==> src/sv/bde_pkg.sv <==
// bde_pkg: shared types and codes for the byte deque engine
// used by bde_ctrl, bde_dp and byte_deque_engine; no dependencies

package bde_pkg;

    // request modes (codes above MODE_QUERY act as query)
    localparam logic [2:0] MODE_PUSH_FRONT = 3'd0;
    localparam logic [2:0] MODE_PUSH_BACK  = 3'd1;
    localparam logic [2:0] MODE_POP_FRONT  = 3'd2;
    localparam logic [2:0] MODE_POP_BACK   = 3'd3;
    localparam logic [2:0] MODE_QUERY      = 3'd4;

    // result status codes
    localparam logic [1:0] ST_OK    = 2'd0;
    localparam logic [1:0] ST_EMPTY = 2'd1;
    localparam logic [1:0] ST_FULL  = 2'd2;

    // controller to datapath commands
    typedef struct packed {
        logic latch;    // capture the request fields
        logic exec;     // apply the request to pointers and memory
        logic capture;  // load the refreshed end byte from memory
    } t_dp_cmd;

    // datapath to controller status
    typedef struct packed {
        logic need_read;  // a pop left bytes, so the new end byte must be fetched
    } t_dp_sts;

endpackage

==> src/sv/bde_ram.sv <==
// bde_ram: generic single-write, single-read memory with registered read data
// no dependencies

module bde_ram #(
    parameter int WIDTH = 8,
    parameter int DEPTH = 64,
    localparam int ADDR_W = (DEPTH > 1) ? $clog2(DEPTH) : 1
) (
    input  logic              i_clk,
    input  logic              i_we,
    input  logic [ADDR_W-1:0] i_waddr,
    input  logic [WIDTH-1:0]  i_wdata,
    input  logic [ADDR_W-1:0] i_raddr,
    output logic [WIDTH-1:0]  o_rdata
);

    logic [WIDTH-1:0] r_mem [DEPTH];
    logic [WIDTH-1:0] r_rdata;

    always_ff @(posedge i_clk) begin
        if (i_we) begin
            r_mem[i_waddr] <= i_wdata;
        end
        r_rdata <= r_mem[i_raddr];
    end

    assign o_rdata = r_rdata;

endmodule

==> src/sv/bde_ctrl.sv <==
// bde_ctrl: sequencer for the byte deque engine
// depends on bde_pkg for the command and status structs

module bde_ctrl (
    input  logic             i_clk,
    input  logic             i_rst_n,
    input  logic             start,
    output logic             busy,
    output logic             o_done,
    output bde_pkg::t_dp_cmd o_cmd,
    input  bde_pkg::t_dp_sts i_sts
);

    import bde_pkg::*;

    typedef enum logic [3:0] {
        S_IDLE = 4'b0001,
        S_EXEC = 4'b0010,
        S_READ = 4'b0100,
        S_OUT  = 4'b1000
    } t_state;

    t_state r_state;
    t_state n_state;

    always_comb begin
        n_state = r_state;
        case (r_state)
            S_IDLE: begin
                if (start) begin
                    n_state = S_EXEC;
                end
            end
            S_EXEC: begin
                n_state = i_sts.need_read ? S_READ : S_OUT;
            end
            S_READ: begin
                n_state = S_OUT;
            end
            S_OUT: begin
                n_state = S_IDLE;
            end
            default: begin
                n_state = S_IDLE;
            end
        endcase
    end

    always_ff @(posedge i_clk) begin
        if (!i_rst_n) begin
            r_state <= S_IDLE;
        end else begin
            r_state <= n_state;
        end
    end

    assign busy          = (r_state != S_IDLE);
    assign o_done        = (r_state == S_OUT);
    assign o_cmd.latch   = (r_state == S_IDLE) && start;
    assign o_cmd.exec    = (r_state == S_EXEC);
    assign o_cmd.capture = (r_state == S_READ);

`ifndef ASSERT_OFF
    a_accept_goes_busy: assert property (@(posedge i_clk) disable iff (!i_rst_n)
        (start && !busy) |=> busy)
        else $error("accepted request did not raise busy");

    a_done_then_idle: assert property (@(posedge i_clk) disable iff (!i_rst_n)
        o_done |=> !busy)
        else $error("controller did not return to idle after result");

    a_read_after_exec: assert property (@(posedge i_clk) disable iff (!i_rst_n)
        o_cmd.capture |-> $past(o_cmd.exec) && $past(i_sts.need_read))
        else $error("memory capture without a preceding pop");

    a_one_cmd: assert property (@(posedge i_clk) disable iff (!i_rst_n)
        $onehot0({o_cmd.latch, o_cmd.exec, o_cmd.capture, o_done}))
        else $error("overlapping controller commands");
`endif

endmodule

==> src/sv/bde_dp.sv <==
// bde_dp: ring pointers, count, cached end bytes and result registers
// depends on bde_pkg and instantiates bde_ram for the byte store

module bde_dp #(
    parameter int DEPTH = 64,
    localparam int IDX_W = (DEPTH > 1) ? $clog2(DEPTH) : 1,
    localparam int CNT_W = $clog2(DEPTH + 1)
) (
    input  logic             i_clk,
    input  logic             i_rst_n,
    input  bde_pkg::t_dp_cmd i_cmd,
    output bde_pkg::t_dp_sts o_sts,
    input  logic [2:0]       i_mode,
    input  logic [7:0]       i_push_value,
    output logic [7:0]       o_popped_value,
    output logic [7:0]       o_front_value,
    output logic [7:0]       o_back_value,
    output logic [CNT_W-1:0] o_entry_count,
    output logic             o_is_empty,
    output logic [1:0]       o_status
);

    import bde_pkg::*;

    localparam logic [IDX_W-1:0] LAST_IDX = IDX_W'(DEPTH - 1);
    localparam logic [CNT_W-1:0] FULL_CNT = CNT_W'(DEPTH);

    // control state
    logic [IDX_W-1:0] r_front, n_front;
    logic [IDX_W-1:0] r_back,  n_back;
    logic [CNT_W-1:0] r_count, n_count;

    // payload
    logic [2:0]       r_mode, n_mode;
    logic [7:0]       r_value, n_value;
    logic [7:0]       r_front_byte, n_front_byte;
    logic [7:0]       r_back_byte, n_back_byte;
    logic [7:0]       r_popped, n_popped;
    logic [1:0]       r_status, n_status;

    logic [IDX_W-1:0] front_inc, front_dec, back_inc, back_dec;
    logic             is_full, is_empty_now;
    logic             ram_we;
    logic [IDX_W-1:0] ram_waddr, ram_raddr;
    logic [7:0]       ram_rdata;
    logic             need_read;

    assign front_inc    = (r_front == LAST_IDX) ? '0 : r_front + IDX_W'(1);
    assign front_dec    = (r_front == '0) ? LAST_IDX : r_front - IDX_W'(1);
    assign back_inc     = (r_back == LAST_IDX) ? '0 : r_back + IDX_W'(1);
    assign back_dec     = (r_back == '0) ? LAST_IDX : r_back - IDX_W'(1);
    assign is_full      = (r_count == FULL_CNT);
    assign is_empty_now = (r_count == '0);

    always_comb begin
        n_front      = r_front;
        n_back       = r_back;
        n_count      = r_count;
        n_mode       = r_mode;
        n_value      = r_value;
        n_front_byte = r_front_byte;
        n_back_byte  = r_back_byte;
        n_popped     = r_popped;
        n_status     = r_status;
        ram_we       = 1'b0;
        ram_waddr    = r_front;
        ram_raddr    = r_front;
        need_read    = 1'b0;

        if (i_cmd.latch) begin
            n_mode  = i_mode;
            n_value = i_push_value;
        end

        if (i_cmd.exec) begin
            n_popped = '0;
            n_status = ST_OK;
            case (r_mode)
                MODE_PUSH_FRONT: begin
                    if (is_full) begin
                        n_status = ST_FULL;
                    end else begin
                        n_front      = front_dec;
                        ram_we       = 1'b1;
                        ram_waddr    = front_dec;
                        n_count      = r_count + CNT_W'(1);
                        n_front_byte = r_value;
                        if (is_empty_now) begin
                            n_back      = front_dec;
                            n_back_byte = r_value;
                        end
                    end
                end
                MODE_PUSH_BACK: begin
                    if (is_full) begin
                        n_status = ST_FULL;
                    end else begin
                        n_back      = is_empty_now ? r_front : back_inc;
                        ram_we      = 1'b1;
                        ram_waddr   = is_empty_now ? r_front : back_inc;
                        n_count     = r_count + CNT_W'(1);
                        n_back_byte = r_value;
                        if (is_empty_now) begin
                            n_front_byte = r_value;
                        end
                    end
                end
                MODE_POP_FRONT: begin
                    if (is_empty_now) begin
                        n_status = ST_EMPTY;
                    end else begin
                        n_popped  = r_front_byte;
                        n_front   = front_inc;
                        n_count   = r_count - CNT_W'(1);
                        ram_raddr = front_inc;
                        need_read = (r_count != CNT_W'(1));
                    end
                end
                MODE_POP_BACK: begin
                    if (is_empty_now) begin
                        n_status = ST_EMPTY;
                    end else begin
                        n_popped  = r_back_byte;
                        n_back    = back_dec;
                        n_count   = r_count - CNT_W'(1);
                        ram_raddr = back_dec;
                        need_read = (r_count != CNT_W'(1));
                    end
                end
                default: begin
                    if (is_empty_now) begin
                        n_status = ST_EMPTY;
                    end
                end
            endcase
            // an emptied ring restarts at slot zero
            if (n_count == '0) begin
                n_front = '0;
            end
        end

        if (i_cmd.capture) begin
            if (r_mode == MODE_POP_FRONT) begin
                n_front_byte = ram_rdata;
            end else begin
                n_back_byte = ram_rdata;
            end
        end
    end

    always_ff @(posedge i_clk) begin
        if (!i_rst_n) begin
            r_front <= '0;
            r_back  <= '0;
            r_count <= '0;
        end else begin
            r_front <= n_front;
            r_back  <= n_back;
            r_count <= n_count;
        end
    end

    always_ff @(posedge i_clk) begin
        r_mode       <= n_mode;
        r_value      <= n_value;
        r_front_byte <= n_front_byte;
        r_back_byte  <= n_back_byte;
        r_popped     <= n_popped;
        r_status     <= n_status;
    end

    bde_ram #(
        .WIDTH (8),
        .DEPTH (DEPTH)
    ) u_ram (
        .i_clk   (i_clk),
        .i_we    (ram_we),
        .i_waddr (ram_waddr),
        .i_wdata (r_value),
        .i_raddr (ram_raddr),
        .o_rdata (ram_rdata)
    );

    assign o_sts.need_read = need_read;
    assign o_popped_value  = r_popped;
    assign o_front_value   = is_empty_now ? 8'd0 : r_front_byte;
    assign o_back_value    = is_empty_now ? 8'd0 : r_back_byte;
    assign o_entry_count   = r_count;
    assign o_is_empty      = is_empty_now;
    assign o_status        = r_status;

`ifndef ASSERT_OFF
    a_count_bound: assert property (@(posedge i_clk) disable iff (!i_rst_n)
        r_count <= FULL_CNT)
        else $error("entry count beyond ring depth");

    a_empty_front_zero: assert property (@(posedge i_clk) disable iff (!i_rst_n)
        (r_count == '0) |-> (r_front == '0))
        else $error("empty ring with front pointer off slot zero");

    a_count_only_on_exec: assert property (@(posedge i_clk) disable iff (!i_rst_n)
        !i_cmd.exec |=> $stable(r_count))
        else $error("count moved outside request execution");

    a_no_write_on_read: assert property (@(posedge i_clk) disable iff (!i_rst_n)
        need_read |-> !ram_we)
        else $error("write and refresh read in the same cycle");
`endif

endmodule

==> src/sv/byte_deque_engine.sv <==
// byte_deque_engine: top level of the double-ended byte queue
// depends on bde_pkg, bde_ctrl, bde_dp and bde_ram
//
// A request is taken at a rising edge where start is high and busy is low.
// i_mode selects push front, push back, pop front, pop back or query (codes
// above query act as query); i_push_value is the byte for a push.
// Every request gives exactly one result, shown for one cycle with o_done:
// the popped byte, the bytes now at front and back (zero when empty), the
// count held, an empty flag and a status (ok, pop or peek on empty, push on
// full dropped). The receiver cannot stall the result.
// After the accepting edge the request runs in an execute state, then, for a
// pop that leaves bytes behind, a read state, since the new end byte comes
// from the single read port of the byte memory, whose read is registered;
// the result follows in an output state. One request at a time: a new one
// is accepted only once the result of the last has gone and busy is low.
// Reset (synchronous, active low) empties the queue at once; the byte
// memory is not cleared, since only held bytes are ever read.

module byte_deque_engine #(
    parameter int DEPTH = 64,
    localparam int CNT_W = $clog2(DEPTH + 1)
) (
    input  logic             i_clk,
    input  logic             i_rst_n,
    input  logic             start,
    output logic             busy,
    input  logic [2:0]       i_mode,
    input  logic [7:0]       i_push_value,
    output logic             o_done,
    output logic [7:0]       o_popped_value,
    output logic [7:0]       o_front_value,
    output logic [7:0]       o_back_value,
    output logic [CNT_W-1:0] o_entry_count,
    output logic             o_is_empty,
    output logic [1:0]       o_status
);

    import bde_pkg::*;

    t_dp_cmd dp_cmd;
    t_dp_sts dp_sts;

    bde_ctrl u_ctrl (
        .i_clk   (i_clk),
        .i_rst_n (i_rst_n),
        .start   (start),
        .busy    (busy),
        .o_done  (o_done),
        .o_cmd   (dp_cmd),
        .i_sts   (dp_sts)
    );

    bde_dp #(
        .DEPTH (DEPTH)
    ) u_dp (
        .i_clk          (i_clk),
        .i_rst_n        (i_rst_n),
        .i_cmd          (dp_cmd),
        .o_sts          (dp_sts),
        .i_mode         (i_mode),
        .i_push_value   (i_push_value),
        .o_popped_value (o_popped_value),
        .o_front_value  (o_front_value),
        .o_back_value   (o_back_value),
        .o_entry_count  (o_entry_count),
        .o_is_empty     (o_is_empty),
        .o_status       (o_status)
    );

endmodule

==> config.mk <==
export PLATFORM = sky130hd
export DESIGN_NAME = byte_deque_engine
export DESIGN_NICKNAME = d
export VERILOG_FILES = /design/src/sv/bde_pkg.sv /design/src/sv/bde_ram.sv /design/src/sv/bde_ctrl.sv /design/src/sv/bde_dp.sv /design/src/sv/byte_deque_engine.sv
export SDC_FILE = /design/constraint.sdc
export NUM_CORES = 1
export LEC_CHECK = 0
export BUFFER_PORTS_ARGS = -buffer_cell sky130_fd_sc_hd__buf_2
export CELL_PAD_IN_SITES_DETAIL_PLACEMENT = 1
export CELL_PAD_IN_SITES_GLOBAL_PLACEMENT = 2
export CORE_ASPECT_RATIO = 1.1
export CORE_MARGIN = 2
export CORE_UTILIZATION = 50
export CTS_CLUSTER_DIAMETER = 40
export DETAILED_ROUTE_END_ITERATION = 6
export PLACE_DENSITY = 0.81
export SLEW_MARGIN = 20
export SYNTH_ARGS = -nofsm -noshare
export SYNTH_HDL_FRONTEND = slang
export SYNTH_SLANG_ARGS = --single-unit
export TNS_END_PERCENT = 5
==> constraint.sdc <==
create_clock -name i_clk -period 8.1 [get_ports i_clk]
set_input_delay 0.81 -clock i_clk [delete_from_list [all_inputs] [get_ports i_clk]]
set_output_delay 0.81 -clock i_clk [all_outputs]
set_load 0.01 [all_outputs]
# Yosys cells after proc, flatten, opt, wreduce, memory -nomap -nowiden
# Memories as Yosys holds them, arrays and structs flattened. A register that Yosys moved wholly into a read port is not among the register bits.
# Index checks and enable logic that the tools add are counted.
dict set report totals {
  output_inout_bits 36
  latch_bits 0
  n_memories 1
  register_bits 60
  romBits 0
  elab_cells 101
  mem_bits_rw 512
}
# memory depth word_bits rd rd_ports_with_merged_regs write_ports line
set mem_list {}
lappend mem_list {u_dp.u_ram.r_mem 64 8 1 1 1 bde_ram.sv:17} ;# logic [WIDTH-1:0] r_mem [DEPTH];
dict set report classes {
  magnitude_cmp 0
  n_addsub 6
  shifts 0
  n_eq_ne 17
  muxes 55
  div 0
  multipliers 0
  n_bitwise 0
  n_reduce_logical 12
}
# cell count
set ops {}
lappend ops {{$mux 8} 14}
lappend ops {{$mux 6} 16}
lappend ops {{$pmux 8 s2} 3}
lappend ops {{$pmux 6 s2} 3}
lappend ops {{$mux 7} 3}
lappend ops {{$pmux 6 s3} 1}
lappend ops {{$logic_not 7->1} 2}
lappend ops {{$pmux 7 s2} 1}
lappend ops {{$add 6x1->6 const B} 2}
lappend ops {{$eq 6x6->1 const B} 2}
lappend ops {{$logic_not 6->1} 2}
lappend ops {{$pmux 4 s3} 1}
lappend ops {{$sub 6x1->6 const B} 2}
lappend ops {{$mux 1} 9}
lappend ops {{$mux 4} 2}
lappend ops {{$ne 2x2->1 const B} 4}
lappend ops {{$add 7x1->7 const B} 1}
lappend ops {{$eq 7x7->1 const B} 1}
lappend ops {{$ne 7x1->1 const B} 1}
lappend ops {{$sub 7x1->7 const B} 1}
lappend ops {{$eq 3x2->1 const B} 2}
lappend ops {{$reduce_and 6->1} 1}
lappend ops {{$reduce_bool 3->1} 2}
lappend ops {{$eq 4x1->1 const B} 1}
lappend ops {{other kinds (11)} 13}

# Longest topological paths before layout
# Gate-level depths: netlist (run 1).
dict set report depth {
  depth_word 7
  ltp_mapped 15
}

# Modules after synthesis
# From an unflattened synthesis (run 1), not the netlist that was laid out.
dict set report hier_totals {
  hier_cells 1461
  area_unflattened_um2 24413.4
}
# mod area_per_inst_um2 seq_area_each_um2 instances cells_per_inst
set modules_own_cells {}
lappend modules_own_cells {bde_ram 20166.8 15534.9 1 940}
lappend modules_own_cells {bde_dp 4032.6 1331.3 1 500}
lappend modules_own_cells {bde_ctrl 214.0 80.1 1 21}

# Worst setup path after synthesis (run 1)
# OpenSTA, ideal clock, no wires.
dict set report synth_timing {
  path_type {reg-to-reg}
  startpoint {reg u_dp.r_count[0], in the netlist u_dp.o_entry_count[0]}
  endpoint {mem u_dp.u_ram.r_mem[13][0], enable pin}
  setup_time_ps 370
  setup_slack_ps 4568
  period_less_slack_ps 3532
  path_buffers 2
  required_time_ps 7730
  arrival_time_ps 3162
  stages_incl_launch_ff 12
  cell_sequence {dfxtp_1 > inv_1 > ha_1 > nor4b_4 > nand2_1 > clkbuf_1 > o22ai_1 > a21oi_1 > nor4_1 > or3b_2 > clkbuf_1 > nor2_1}
}
dict set report synth_via {
  elab_chain_len 6
  elab_cells_between_ends 12
  classes_between {1 x eq/ne; 10 x mux; 1 x reduce/logical}
}
# item line
set synth_lines {}
lappend synth_lines {{start, declared} bde_dp.sv:31} ;# logic [CNT_W-1:0] r_count, n_count;
lappend synth_lines {{start signal, assigned} bde_dp.sv:159} ;# r_count <= n_count;
lappend synth_lines {{$eq 7x7->1} bde_dp.sv:52} ;# assign is_full = (r_count == FULL_CNT);
lappend synth_lines {{$mux 1} {bde_dp.sv:80, bde_dp.sv:95}}
lappend synth_lines {{$mux 1} n/a}
lappend synth_lines {{$mux 1} bde_dp.sv:75} ;# if (i_cmd.exec) begin
lappend synth_lines {{$mux 1} bde_ram.sv:21} ;# if (i_we) begin
lappend synth_lines {{$mux 1 (not written as such)} bde_ram.sv:22} ;# r_mem[i_waddr] <= i_wdata;
lappend synth_lines {{end, declared} bde_ram.sv:17}
# Parallel ways exist; a longest one is shown, timed or not.

# Worst setup path in the final report (run 1)
dict set report layout_timing {
  startpoint {reg u_dp.r_count[0], in the netlist u_dp.o_entry_count[0]}
  endpoint {mem u_dp.u_ram.r_mem[27][4], enable pin}
}
# Same word-level chain as after synthesis.

==> results_dict.tcl, run 1 <==
set metrics [dict create \
    cpPeakStageDelay_ns 0.90 \
    power.leakage_nw 9.559 \
    endpoint_kind "register" \
    layout.nets 1696 \
    area_growth_pct 14.17 \
    gp_congestion 0.8866 \
    multi_input_area_um2 7072 \
    rsz0062_at_grt "false" \
    path_max_fanout 34 \
    worstMarginPinSlew_ns 1.107 \
    holdBufCountCts 0 \
    final_util_pct 57.41 \
    placed_area_um2 25340 \
    die_h_um 236.1 \
    root_buffer "clkbuf_16" \
    insertion_delay_ns 0.60 \
    synth-main-ff-cell "edfxtp_1" \
    clkTransAtPathRegs_ns 0.05 \
    ys.warnings.count 0 \
    worstSetupPathType "register to register" \
    dr_total_vias 14950 \
    path_cells "inv_1, ha_1, nor4b_4, nand2_1, buf_4, o31ai_1, o22ai_1, a21oi_1, nor4_1, nand3_1, nor2_1" \
    ys_ff_latch 580 \
    async_reset_ff_share_pct 0 \
    final_layout_size_suffix_gt1_share_pct 17.31 \
    cts.sinks 580 \
    outcome "finished, final reports clean" \
    first_pass_iters 5 \
    portBuffers 49 \
    mostFrequentLayoutCells "533 x edfxtp_1, 134 x nor2_1, 115 x nand2_1" \
    wirelength_mm 67.32 \
    route.antenna.remaining_nets 0 \
    pre_cts_ws_ns 2.844 \
    cts_tree "done" \
    clock_skew_ns 0.02461 \
    synth_cell_type_count 72 \
    critical-path-top-delay-family "simple AND/OR/NAND/NOR gates" \
    crit_required_ns 8.33 \
    final_common_cell "edfxtp_1" \
    dp_hpwl_mm 41.26 \
    syn_inst 1621 \
    route.detailed.drc 0 \
    postCtsSetupRepairBufs 0 \
    cts_made_buffers 76 \
    top_usage_layer "met2" \
    crit_buf_inv 2 \
    p_per_area_nw_per_um2 251.6 \
    diodes 0 \
    coreArea_um2 48710 \
    cp-start-kind "register" \
    grt_overflow 0 \
    ir_drop_mv 0.2192 \
    gr-usage-met2_pct 45.06 \
    slew_violations 0 \
    grt_start_max_net_pins 74 \
    initial_utilization_pct 50.29 \
    antenna_found_initial 0 \
    hold_viol 0 \
    io_pins 50 \
    final_cell_area_um2 27960 \
    die_area_um2 50780 \
    slew_headroom_pct 25.19 \
    grt_first_pass_wirelength_mm 102.0 \
    vias_per_cell 6.267 \
    synth_seq_area_share_pct 69.19 \
    worst_slack_ns 2.981 \
    drt_first_iter_violations 1310 \
    synth_edf_count 533 \
    grt_usage_pct 26.92 \
    arrival_ns 5.34 \
    setup_tns_ns 0 \
    synth_area_um2 24490 \
    cts_resized 0 \
    r2r_slack_ns 2.98 \
    fill_cells 4511 \
    cts_max_path_buffers 3 \
    setup_viol_count_final 0 \
    syn_avg_cell_area_um2 15.11 \
    use_met1_pct 35.65 \
    clock.fmax_mhz 195.3 \
    gr-usage-met3_pct 3.585 \
    min_period_ns 5.119 \
    hold_path_class "input pin to register" \
    crit_slowest_cell "nor2_1" \
    syn-num-nets 1644 \
    num_rows 85 \
    cap_violations 0 \
    min_period_over_period_pct 63.20 \
    grt_pass1_vias 15580 \
    die_w_um 215.0 \
    seqCellArea_um2 16950 \
    wire_per_inst_um 28.23 \
    cts_max_level 3 \
]
==> stage by stage <==
step	instances	power [mW]	hold WS (ns)
finish	2385	7.036	0.3989
global route	2385	7.211	0.3805
CTS	2385	7.078	0.3688
detailed placement	2247	3.642	0.5071
global placement	2247	3.633	0.4999
floorplan	1621	3.531	0.4257
==> Yosys cell counts (15+ instances only) <==
cell	instances	area (µm²)
mux4_2	73	1644
and2_1	27	168.9
a21oi_1	84	420.4
nor3_1	21	105.1
buf_2	28	140.1
inv_1	15	56.30
nand2_1	116	435.4
a211oi_1	22	165.2
o21ai_0	82	410.4
mux2i_1	88	880.8
clkbuf_1	60	225.2
o22ai_1	27	168.9
edfxtp_1	533	16010
o221ai_1	33	289.0
and3_1	22	137.6
dfxtp_1	47	940.9
nor2_1	136	510.5
==> power breakdown <==
group	internal, mW	switching (mW)	total (mW)
combinational	0.0587	0.168	0.227
sequential	3.32	0.0365	3.35
clock	2.13	1.32	3.46
==> registers in the layout, summed over array words and instances (netlist names) <==
| name | count |
|---|---|
| u_dp.r_front | 6 |
| u_dp.u_ram.r_mem | 512 |
| u_dp.r_mode | 3 |
| u_dp.o_entry_count | 7 |
| u_dp.r_back_byte | 8 |
| u_dp.o_status | 2 |
| u_dp.r_front_byte | 8 |
| u_dp.u_ram.o_rdata | 8 |
| u_ctrl.r_state | 4 |
| u_dp.o_popped_value | 8 |
| u_dp.r_value | 8 |
| u_dp.r_back | 6 |
==> cell families after synthesis <==
logic type	Yosys count	share of synthesized area (%)
flip-flops	580	69.19
XOR/XNOR	11	0.3933
multiplexers	172	11.06
AO/OA/AOI/OAI	348	9.440
AND/OR/NAND/NOR	385	7.382
adder cells (fa/ha/maj)	9	0.4598
buffers and inverters	116	2.079
==> routing by layer <==
metal | up-vias | routed length, µm
li1 | 6535 | -
met1 | 7734 | 27800
met2 | 554 | 33450
met3 | 124 | 3712
met4 | 0 | 2358
met5 | - | 0
==> worst register-to-register path, cell delays in order (launching register included) <==
cell and delay [ns]:
dfxtp_1 0.48, inv_1 0.12, ha_1 0.28, nor4b_4 0.18
nand2_1 0.30, buf_4 0.38, o31ai_1 0.17, o22ai_1 0.20
a21oi_1 0.12, nor4_1 0.75, nand3_1 0.88, nor2_1 0.90
==> layout make-up <==
type                       count  area share (%)
clock buffer                  87           7.060
clock inverter                51           2.282
inverter                      16          0.2148
multi-input combinational    925           25.29
sequential                   580           60.60
tap                          652           2.917
timing repair buffer          74           1.638
==> worst paths after layout <==
path / from / endpoint / depth (start not counted)
worst max-delay path: u_dp.o_entry_count[0]$_SDFFE_PN0P_ / u_dp.u_ram.r_mem[27][4]$_DFFE_PP_ / 11
worst min register to register: u_dp.r_front_byte[1]$_DFF_P_ / u_dp.r_front_byte[1]$_DFF_P_ / 2
worst max register to register: u_dp.o_entry_count[0]$_SDFFE_PN0P_ / u_dp.u_ram.r_mem[27][4]$_DFFE_PP_ / 11
worst min-delay path: i_push_value[4] / u_dp.r_value[4]$_DFFE_PP_ / 1
(Power assumes the default switching activity.)
==> run 2, diff against run 1 <==
Settings changed: ABC_AREA from default to 1, CORE_UTILIZATION 50 to 42, PLACE_DENSITY 0.81 to 0.77.
Clock period 8.1 ns to 4.95 ns, I/O delays scaled along.
==> results_dict.tcl, run 2 <==
set metrics [dict create \
    first_pass_iters 5 \
    clock.fmax_mhz 232.7 \
    initial_utilization_pct 42.57 \
    cap_violations 0 \
    synth_seq_area_share_pct 62.36 \
    crit_top_cell "nor2_1" \
    grt_overflow 0 \
    vias_per_cell 5.458 \
    ir_drop_mv 0.3471 \
    syn-num-nets 2737 \
    power.leakage_nw 12.25 \
    final_util_pct 49.14 \
    layout.nets 2759 \
    cts_made_buffers 89 \
    synth_cell_type_count 48 \
    coreArea_um2 63840 \
    endpoint_kind "register" \
    grt_pass1_vias 20740 \
    io_pins 50 \
    route.detailed.drc 0 \
    fin_hold_ws_ns 0.03470 \
    top_register "u_dp.u_ram.r_mem" \
    pwr-share-seq_pct 43.2 \
    die_w_um 246.5 \
    die_h_um 270.8 \
    cts_resized 0 \
    crit_slowest_cell "nor2_1" \
    synth_top_area_share_pct 58.90 \
    cts_max_path_buffers 3 \
    rsz0062_at_grt "false" \
    pre_cts_ws_ns 0.6706 \
    grt_usage_pct 25.48 \
    cts_max_level 3 \
    power_mw 12.73 \
    cp-startpoint "u_dp.r_mode[2]$_DFFE_PP_" \
    yosys-top-cells-count "581 x nand3_1, 533 x edfxtp_1, 466 x nand2_1, 347 x inv_1, 173 x nand3b_1" \
    die_area_um2 66760 \
    synth_area_leaders "edfxtp_1 59%, nand3_1 11%, nand2_1 6.4%" \
    arrival_ns 4.57 \
    yosys.area.top_type "edfxtp_1" \
    final_cell_area_um2 31370 \
    wirelength_mm 84.05 \
    wire_per_inst_um 23.00 \
    crit_required_ns 5.23 \
    diodes 0 \
    syn_inst 2714 \
    clock_skew_ns 0.01715 \
    root_buffer "clkbuf_16" \
    postCtsSetupRepairBufs 0 \
    worst_slack_ns 0.6531 \
    outcome "finished, final reports clean" \
    p_int_mw 9.675 \
    clkTransAtPathRegs_ns 0.05 \
    grt_first_pass_wirelength_mm 128.2 \
    hold_path_startpoint "i_mode[1]" \
    synth_most_common_cell "nand3_1" \
    route.antenna.remaining_nets 0 \
    p_clk_share_pct 51.2 \
    dp_hpwl_mm 51.59 \
    num_rows 97 \
    final_layout_size_suffix_gt1_share_pct 10.31 \
    synth_compound_area_share_pct 4.125 \
    cts_tree "done" \
    yosys.area_share.simple_pct 24.85 \
    netSwitchingPower_mw 3.058 \
    cpPeakStageDelay_ns 0.77 \
    synth_adder_area_share_pct 0.4144 \
    ys_ff_latch 580 \
    synth-main-ff-cell "edfxtp_1" \
    p_per_area_nw_per_um2 405.9 \
    slew_headroom_pct 31.45 \
    synthXorXnorAreaFrac_pct 0.2578 \
    worstSetupPathType "register to register" \
    comb_power_share_pct 5.6 \
    synthMuxAreaShare_pct 0 \
    path_max_fanout 14 \
    synth_edf_count 533 \
    min_period_over_period_pct 86.81 \
    reg2reg_from "u_dp.r_mode[2]$_DFFE_PP_" \
    path_cells "nor2_2, nand2_1, nand2_1, inv_2, nor2_1, inv_1, nor2_1, inv_1, nor2_1, nand2_1, nor2_1" \
    ys.warnings.count 0 \
    hold_path_class "input pin to register" \
    switching_share_pct 24.01 \
    min_period_ns 4.297 \
    async_reset_ff_share_pct 0 \
    instances_no_fill 3654 \
    placed_area_um2 28140 \
    largest_register_ffs 512 \
    crit_buf_inv 3 \
    portBuffers 49 \
    worstMarginPinSlew_ns 1.028 \
    final_common_cell "nand3_1" \
    critical-path-top-delay-family "simple AND/OR/NAND/NOR gates" \
    dr_total_vias 19950 \
    synth_top_family_by_area "simple AND/OR/NAND/NOR gates" \
    setup_tns_ns 0 \
    gp_congestion 0.8815 \
    syn_avg_cell_area_um2 10.01 \
    grt_start_max_net_pins 193 \
    drt_first_iter_violations 1394 \
    insertion_delay_ns 0.65 \
    holdBufCountCts 8 \
    cp-start-kind "register" \
    synth_area_um2 27180 \
    setup_viol_count_final 0 \
    slew_violations 0 \
    mostFrequentLayoutCells "581 x nand3_1, 533 x edfxtp_1, 466 x nand2_1" \
    hold_viol 0 \
    dp_cells 3478 \
    area_growth_pct 15.42 \
    antenna_found_initial 0 \
    cts.sinks 580 \
]
run 2: cell types whose count changed in the layout (fill, tap and decap cells not counted), sizes merged, moves of 24 or more:
cell and delta:
nand2 +361, nand3b +168, nand3 +572, inv +353
and2 -26, mux2i -88, a211oi -24, o221ai -32
mux4 -77, a21oi -40
run 2: cell families after synthesis:
group | after synthesis
buffers and inverters | 531
AO/OA/AOI/OAI | 186
flip-flops | 580
XOR/XNOR | 8
adder cells (fa/ha/maj) | 9
AND/OR/NAND/NOR | 1400
run 2: final timing paths:
path,endpoint,slack (ns),depth (start not counted)
min reg2reg,u_dp.r_back_byte[4]$_DFF_P_,0.48,2
max reg2reg,u_dp.u_ram.r_mem[58][0]$_DFFE_PP_,0.65,11
max,u_dp.u_ram.r_mem[58][0]$_DFFE_PP_,0.65,11
min,u_dp.r_mode[1]$_DFFE_PP_,0.03,1
run 2: layer usage:
layer	vias to the layer above	GRT usage (%)	part of all wire (%)
met2	505	41.46	47
met5	-	0	0
met4	0	9.591	3.1
met1	9916	34.69	45
met3	157	3.393	4.8
li1	9367	-	-
run 2: cell type report:
cell class                 instances  area (µm²)
multi-input combinational       1603        8125
clock inverter                    73       854.6
sequential                       580       16950
inverter                         362        1361
timing repair buffer             100       735.7
tap                              841        1052
clock buffer                      95        2292
fill                            7022       32470
run 2: power by group through the flow:
stage               Combinational, mW  Clock (mW)  Sequential [mW]
finish                          0.718        6.52             5.49
global route                    0.794        6.82             5.50
CTS                             0.724        6.63             5.49
detailed placement              0.716           0             5.59
global placement                0.704           0             5.59
floorplan                       0.388           0             5.62
run 2: worst reg2reg max path, cell delays in order, from the launching register on:
cell and delay (ns):
edfxtp_1 0.57, nor2_2 0.35, nand2_1 0.39, nand2_1 0.22, inv_2 0.08, nor2_1 0.17, inv_1 0.08, nor2_1 0.34
inv_1 0.13, nor2_1 0.26, nand2_1 0.56, nor2_1 0.78
